[src/rtl/ppia_pkg.sv]
// ppia_pkg: shared constants and types for the periodic profile interval averager
// no dependencies; imported by every module of the block
`timescale 1ns / 1ps

package ppia_pkg;

   localparam int MAX_BINS  = 4096;
   localparam int TAB_DEPTH = MAX_BINS + 1;
   localparam int IDX_W     = 13;
   localparam int PROF_W    = 24;
   localparam int ANT_W     = 32;
   localparam int PHASE_W   = 48;
   localparam int FRAC_W    = 32;
   localparam int VAL_W     = 32;

   // divider operand widths: |integral| and bins times phase advance
   localparam int NUM_W = 51;
   localparam int DEN_W = 60;
   localparam int QUO_W = 54;

   localparam logic [1:0] ACT_LOAD  = 2'd0;
   localparam logic [1:0] ACT_START = 2'd1;
   localparam logic [1:0] ACT_NEXT  = 2'd2;

   localparam logic [1:0] CSR_BINS   = 2'd0;
   localparam logic [1:0] CSR_GAIN   = 2'd1;
   localparam logic [1:0] CSR_OFFSET = 2'd2;

   typedef logic [IDX_W-1:0] idx_type;

endpackage

[src/rtl/ppia_div.sv]
// ppia_div: radix-2 restoring divider, floor(num * 2^16 / den), one bit a cycle
// flags quotients of 2^54 and above; depends on ppia_pkg
`timescale 1ns / 1ps

module ppia_div
   import ppia_pkg::*;
(
   input  logic             clock,
   input  logic             reset,
   input  logic             start,
   input  logic [NUM_W-1:0] num,
   input  logic [DEN_W-1:0] den,
   output logic             done,
   output logic             big,
   output logic [QUO_W-1:0] quot
);

   localparam int HI_W = NUM_W - 38;

   logic             busy_ff;
   logic             done_ff;
   logic             big_ff;
   logic [5:0]       cnt_ff;
   logic [DEN_W-1:0] den_ff;
   logic [DEN_W-1:0] rem_ff;
   logic [QUO_W-1:0] dvd_ff;
   logic [QUO_W-1:0] quot_ff;

   logic [DEN_W:0]   trial;
   logic             take;
   logic [DEN_W-1:0] hi_part;

   assign hi_part = {{(DEN_W-HI_W){1'b0}}, num[NUM_W-1:38]};
   assign trial   = {rem_ff, dvd_ff[QUO_W-1]};
   assign take    = trial >= {1'b0, den_ff};

   always_ff @(posedge clock) begin
      if (reset) begin
         busy_ff <= 1'b0;
         done_ff <= 1'b0;
      end else begin
         done_ff <= 1'b0;
         if (start) begin
            busy_ff <= 1'b1;
         end else if (busy_ff && (big_ff || cnt_ff == 6'd1)) begin
            busy_ff <= 1'b0;
            done_ff <= 1'b1;
         end
      end
   end

   always_ff @(posedge clock) begin
      if (start) begin
         den_ff  <= den;
         rem_ff  <= hi_part;
         dvd_ff  <= {num[37:0], 16'b0};
         big_ff  <= hi_part >= den;
         cnt_ff  <= 6'(QUO_W);
         quot_ff <= '0;
      end else if (busy_ff && !big_ff) begin
         rem_ff  <= take ? DEN_W'(trial - {1'b0, den_ff}) : trial[DEN_W-1:0];
         dvd_ff  <= {dvd_ff[QUO_W-2:0], 1'b0};
         quot_ff <= {quot_ff[QUO_W-2:0], take};
         cnt_ff  <= cnt_ff - 6'd1;
      end
   end

   assign done = done_ff;
   assign big  = big_ff;
   assign quot = big_ff ? '0 : quot_ff;

endmodule

[config.mk]
export PLATFORM = sky130hd
export DESIGN_NAME = ppia_div
export DESIGN_NICKNAME = d
export VERILOG_FILES = /design/src/rtl/ppia_pkg.sv /design/src/rtl/ppia_div.sv
export SDC_FILE = /design/constraint.sdc
export NUM_CORES = 1
export LEC_CHECK = 0
export BUFFER_PORTS_ARGS = -buffer_cell sky130_fd_sc_hd__buf_2
export CAP_MARGIN = 20
export CORE_ASPECT_RATIO = 0.6
export CORE_UTILIZATION = 30
export DETAILED_ROUTE_END_ITERATION = 16
export GPL_TIMING_DRIVEN = 0
export PLACE_DENSITY = 0.48
export SLEW_MARGIN = 0
export SYNTH_ARGS = -nofsm -noshare
export SYNTH_HDL_FRONTEND = slang
export SYNTH_SLANG_ARGS = --single-unit
[constraint.sdc]
create_clock -name clock -period 3.2 [get_ports clock]
set_input_delay 0.16 -clock clock [delete_from_list [all_inputs] [get_ports clock]]
set_output_delay 0.16 -clock clock [all_outputs]
set_load 0.02 [all_outputs]
==> summary.md, run 1 <==
| Metric | Value |
|---|---|
| Peak supply drop | 311 uV |
| Synth top area share | 0.260 |
| Final Hold Viols | 0 |
| Netlist cell types | 65 |
| Post-synthesis register bit count | 221 |
| Final worst slack | 0.0120 ns |
| Global-route wire length before repair | 68.6 mm |
| Top cells by count, synth | nand2_1, a21oi_1, edfxtp_1 |
| YS warnings | 0 |
| Overflow after GRT | 0 |
| CTS tree | built |
| Die Y | 163 um |
| Clock slew at reported path FFs | 0.07 ns |
| Clock latency on the worst-skew pair | 0.55 ns |
| Initial Util | 0.307 |
| Worst EP arrival | 3.65 ns |
| Max Slew Vio Count | 0 |
| Hpwl dp | 33.5 mm |
| Reg2Reg Depth | 11 |
| Grt met1 use | 0.314 |
| Area growth, synth to finish | 33.9% |
| Static leakage | 6.95 nW |
| Fraction of registers with async set/reset | 0 |
| H-Tree Depth | 1 |
| Max Cap Violations | 0 |
| Status | complete, no violations |
| Final ANT Viol Nets | 0 |
| Sinks on the clock net | 221 |
| Number of global-route vias before repair | 11600 |
| Post-place setup slack | -0.984 ns |
| Min-delay src | num[41] |
| Setup TNS | 0 ns |
| Peak fanout along the critical path | 7 |
| Rel. slew slack | 0.425 |
| Power density over the cells | 478 nW/um2 |
| Most frequent cell after synthesis | nand2_1 |
| Worst Skew | 0.0232 ns |
| Met3 GRT Util | 0.0436 |
| RD Place Congestion | 0.925 |
| Largest net degree at the start of global routing | 45 |
| Filler cells | 4255 |
| Critical path class | reg2reg |
| Worst Setup SP | rem_ff[4] |
| Layout cells sized above 1 | 0.219 |
| Yosys top cell by area | edfxtp_1 |
| Total CTS buffers | 25 |
| WHS Endpoint | rem_ff[3] |
| Port Buf Inserts | 169 |
| Nets | 2006 |
| DRT Wirelength | 45.1 mm |
| GRT Total Usage | 0.201 |
| Crit path capture type | register |
| Mapped Cells | 1489 |
| Hold Crit Depth | 3 |
| Die footprint | 43900 um2 |
| Startpoint Class | register |
| Syn_nets | 1679 |
| # DRC | 0 |
| Die X | 270 um |
| Final setup fails | 0 |
| Syn Area/Cell | 8.68 um2 |
| Root Buffer | clkbuf_16 |
| Wire per inst | 18.8 um |
| Prevailing post-synth register cell | edfxtp_1 |
| RR Startpoint | rem_ff[4] |
| R2R Setup Slk | 0.01 ns |
| Vias post-DR | 12300 |
| RSZ-0062 raised after global routing | yes |
| IO Count | 170 |
| Synth top area cells | edfxtp_1, dfxtp_1, nand2_1, ha_1, a21oi_1 |
| Number of diodes | 0 |
| Crit share post-route | 0.996 |
| GRT busiest layer | met1 |
| Hold Crit Class | in2reg |
| Fmax | 314 MHz |
| Synthesized area | 12900 um2 |
| Pre-antenna DRT Iters | 6 |
| Crit path required time | 3.66 ns |
| Post-synth EDFFs | 112 |
| Met2 Track Usage GR | 0.275 |
| R2r endpoint | rem_ff[52] |
| DR vias/cell | 5.12 |
| Worst-margin pin slew | 0.863 ns |
| Crit path time final | 3.19 ns |
| Placement Rows | 58 |
| Seq/Total Area, Yosys | 0.429 |
| Antenna violations before repair | 0 |
| Clock tree buffer depth | 3 |
| Iter 0 DRT Violations | 1229 |
| Core area | 42200 um2 |
-- what timing repair did --
item	CTS	global route
endpoints found under the hold margin	109	0
pin swaps	12	21
hold buffers	108	0
gates resized for setup	75	75
setup buffers	15	16
gates cloned	0	0
setup endpoints to repair	112	58
-- how the worst max path moves through the flow --
stage | endpoint | cells past startpoint | slack, ns
floorplan | rem_ff[52] | 12 | 0.22
global placement | dvd_ff[44] | 5 | -1.77
detailed placement | rem_ff[8] | 13 | -0.98
CTS | rem_ff[52] | 12 | -0.01
global route | rem_ff[52] | 14 | -0.08
finish | rem_ff[52] | 11 | 0.01
-- power by group --
group	internal (mW)	switching, mW	total [mW]	leakage, nW
clock	1.77	1.28	3.05	0.423
combinational	0.819	1.14	1.96	4.55
sequential	3.16	0.0920	3.26	1.98
total	5.75	2.51	8.27	6.95
-- final cells by class --
class                      count  area (um2)  share of cell area
clock inverter                 8        81.3             0.00470
tap                          570         713              0.0412
multi-input combinational   1095        7260               0.420
clock buffer                  37         774              0.0448
inverter                      92         345              0.0200
buffer                        70         349              0.0202
timing repair buffer         311        2230               0.129
sequential                   221        5550               0.321
-- critical path, stage by stage, from the launching register on --
cell and delay [ns]:
edfxtp_1 0.41, ha_1 0.45, o21a_1 0.23, o311ai_4 0.15, a21bo_4 0.27, a31o_4 0.25
a21bo_4 0.24, o21a_1 0.18, buf_6 0.15, or3_1 0.35, mux2_4 0.28, a31oi_4 0.15
-- registers in the layout (all words and copies together), names as in the netlist --
name,cells
big,1
dvd_ff,38
quot_ff,54
busy_ff,1
den_ff,60
rem_ff,60
done,1
cnt_ff,6
-- through the flow --
| step | cells | area (um2) | util | hold slack, ns | total power [mW] |
|---|---|---|---|---|---|
| after floorplan | 1489 | 12900 | - | 0.232 | 4.32 |
| final | 2404 | 17300 | 0.410 | 0.0283 | 8.27 |
| after detailed placement | 2230 | 14500 | 0.345 | 0.354 | 4.85 |
| after global routing | 2404 | 17300 | 0.410 | 0.0166 | 8.66 |
| after CTS | 2389 | 16900 | 0.401 | 0.000742 | 8.19 |
| after global placement | 2228 | 14500 | 0.343 | 0.352 | 4.84 |
-- placed cells by master, fill, tap and decap left out, types with 8 or more instances in the layout --
master         netlist  final
buf_1               11     11
xnor2_1             31     31
a21oi_2              0     10
a21oi_1            181    169
edfxtp_1           112    112
buf_2                9    172
nand2b_1            11     11
dfxtp_1            109    109
nand4_1             24     24
inv_1               91     88
and3_1               9      8
mux2_2              43     42
o21ai_0             80     69
clkbuf_16            0     29
nand2_1            252    247
ha_4                 0     11
ha_2                 0     16
nor2_1              78     74
a311oi_1            12     11
ha_1                75     48
nor3_1              18     18
buf_4                0     34
dlygate4sd3_1        0    108
nand3_1             18     17
a21o_1              28     28
nor4_1              22     17
xor2_1              23     23
o21bai_1            11     10
nor2b_1             64     63
clkbuf_1            60     44
a31oi_1             28     27
-- logic make-up after synthesis --
logic type | count (synthesis) | synth area share
buffers and inverters | 173 | 0.0517
AOI/OAI and AO/OA | 403 | 0.185
muxes | 45 | 0.0390
DFF | 221 | 0.429
adders and majority gates | 76 | 0.0742
xor gates and xnor gates | 54 | 0.0366
and+or+nand+nor | 517 | 0.184
-- routing by layer --
layer / share of wire / routed length [um]
met2: 0.39 / 17700
met1: 0.51 / 22900
met4: 0.017 / 779
met3: 0.082 / 3720
met5: 0 / 0
(Power assumes the default switching activity.)
==> run 2, diff against run 1 <==
CORE_UTILIZATION = 45   (was 30)
GPL_ROUTABILITY_DRIVEN = 1   (was unset)
PLACE_DENSITY = 0.66   (was 0.48)
==> summary.md, run 2 (synthesis results as in run 1) <==
| Metric | Value |
|---|---|
| Root Buffer | clkbuf_16 |
| Antenna violations before repair | 0 (unchanged) |
| Power density over the cells | 471 nW/um2 (-1.3%) |
| Non-filler cells, final | 2183 (-9.2%) |
| Rel. slew slack | 0.337 (-0.0873) |
| Clock latency on the worst-skew pair | 0.53 ns (-0.02 ns) |
| Total CTS buffers | 23 (-8.0%) |
| Clock slew at reported path FFs | 0.07 ns (about the same) |
| Iter 0 DRT Violations | 1047 (-15%) |
| Peak supply drop | 389 uV (+25%) |
| Fmax | 312 MHz (-0.67%) |
| Critical path class | reg2reg |
| DRT Wirelength | 43.7 mm (-3.1%) |
| Global-route wire length before repair | 65.0 mm (-5.2%) |
| Hpwl dp | 30.8 mm (-7.9%) |
| RD Place Congestion | 0.984 (+6.4%) |
| Static leakage | 6.82 nW (-1.9%) |
| Worst-margin pin slew | 0.994 ns (+0.131 ns) |
| Final setup fails | 2 (+2) |
| Hold Crit Class | in2reg |
| IO Count | 170 (unchanged) |
| Crit path time final | 3.21 ns (+0.0215 ns) |
| Port Buf Inserts | 169 (unchanged) |
| DR vias/cell | 5.73 (+12%) |
| Die X | 221 um (-18%) |
| H-Tree Depth | 1 (unchanged) |
| Overflow after GRT | 0 (unchanged) |
| Number of global-route vias before repair | 11500 (-0.72%) |
| Number of diodes | 0 (unchanged) |
| Setup TNS | -0.0115 ns (-0.0115 ns) |
| Placement Rows | 47 (-19%) |
| Pre-antenna DRT Iters | 11 (+5) |
| Die footprint | 29400 um2 (-33%) |
| Worst Skew | 0.0124 ns (-0.0108 ns) |
| Crit path required time | 3.66 ns (about the same) |
| Max Slew Vio Count | 0 (unchanged) |
| # DRC | 5 (+5) |
| Worst EP arrival | 3.67 ns (+0.02 ns) |
| Initial Util | 0.464 (+0.157) |
| Placed Cells | 2026 (-9.1%) |
| Most frequent cells in the layout | nand2_1, a21oi_1, buf_2, edfxtp_1, dfxtp_1 |
| Nets | 1990 (-0.80%) |
| Core area | 27900 um2 (-34%) |
| Layout cells sized above 1 | 0.211 (-0.00774) |
| Crit share post-route | 1.00 (+0.00671) |
| Peak fanout along the critical path | 8 (+1) |
| GRT Total Usage | 0.287 (+0.0859) |
| Largest net degree at the start of global routing | 66 (+47%) |
| Final Hold Viols | 0 (unchanged) |
| Top flop regs | den_ff (60), rem_ff (60), quot_ff (54) |
| Vias post-DR | 12500 (+1.7%) |
| Max Cap Violations | 0 (unchanged) |
| Clock tree buffer depth | 3 (unchanged) |
| Startpoint Class | register |
| Crit path capture type | register |
| CTS tree | built |
| Area growth, synth to finish | 29.8% |
| Final worst slack | -0.00948 ns (-0.0215 ns) |
| Die Y | 133 um (-18%) |
| Sinks on the clock net | 221 (unchanged) |
| Commonest non-fill, non-tap cell in the layout | nand2_1 |
| Final ANT Viol Nets | 0 (unchanged) |
| Wire per inst | 20.0 um (+6.7%) |
| RSZ-0062 raised after global routing | yes |
| Status | finished with violations |
| Failing checks | DRC, setup timing |
-- run 2: cell types whose count changed in the layout (fill, tap and decap cells not counted), moves of 3 or more --
cell / before / now
buf_2: 172 / 169
buf_4: 34 / 31
clkbuf_1: 44 / 39
clkbuf_16: 29 / 25
clkbuf_8: 5 / 1
clkinv_1: 0 / 4
dlygate4sd3_1: 108 / 104
ha_1: 48 / 45
-- run 2: layout make-up --
cell class                 count  area [um2]
clock inverter                13        98.8
inverter                      92         345
sequential                   221        5550
tap                          367         459
timing repair buffer         300        2120
multi-input combinational   1095        7240
clock buffer                  28         647
buffer                        67         323
fill                        2501       11100
-- run 2: final timing paths --
path	from	to	slack, ns	cells after the start
min reg2reg	quot_ff[41]	quot_ff[42]	0.45	2
min	num[46]	rem_ff[8]	0.02	3
max reg2reg	rem_ff[34]	rem_ff[52]	-0.009	11
max	rem_ff[34]	rem_ff[52]	-0.009	11
-- run 2: routing by layer --
layer	vias to the layer above	track usage	wire length, um
met4	0	0.0514	828
met5	-	0	0
met1	5942	0.438	20300
li1	5916	-	-
met2	603	0.391	17600
met3	58	0.0918	5000
-- run 2: worst max-delay path, stage by stage, from the launching register on --
cell,delay [ns]
dfxtp_1,0.36
ha_2,0.41
nand2_1,0.14
or3_1,0.47
a21o_1,0.20
a31o_4,0.23
a21bo_4,0.25
o21a_1,0.18
buf_6,0.15
or3_1,0.34
mux2_4,0.28
a31oi_4,0.12
-- run 2: report_power, final --
group	internal (mW)	total, mW	leakage [nW]	switching (mW)
logic	0.797	1.94	4.47	1.14
clock network	1.52	2.72	0.366	1.20
registers	3.16	3.25	1.98	0.0890
-- run 2: metrics by stage --
step	setup slack (ns)	util	instance area (um2)	power, mW	hold slack, ns
after floorplan	0.224	-	12900	4.32	0.232
after global placement	-1.45	0.510	14200	4.80	0.334
after detailed placement	-0.830	0.512	14300	4.82	0.345
after CTS	0.000722	0.587	16400	7.73	0.00568
after global routing	-0.0462	0.602	16800	8.20	0.0121
final	-0.00948	0.602	16800	7.91	0.0195
-- run 2: repair_timing --
action | 4_1_cts | 5_1_grt
endpoints found under the setup margin | 112 | 59
hold buffers | 104 | 0
setup buffers | 11 | 15
gates resized for setup | 58 | 83
pin swaps | 6 | 18
hold endpoints to repair | 105 | 0
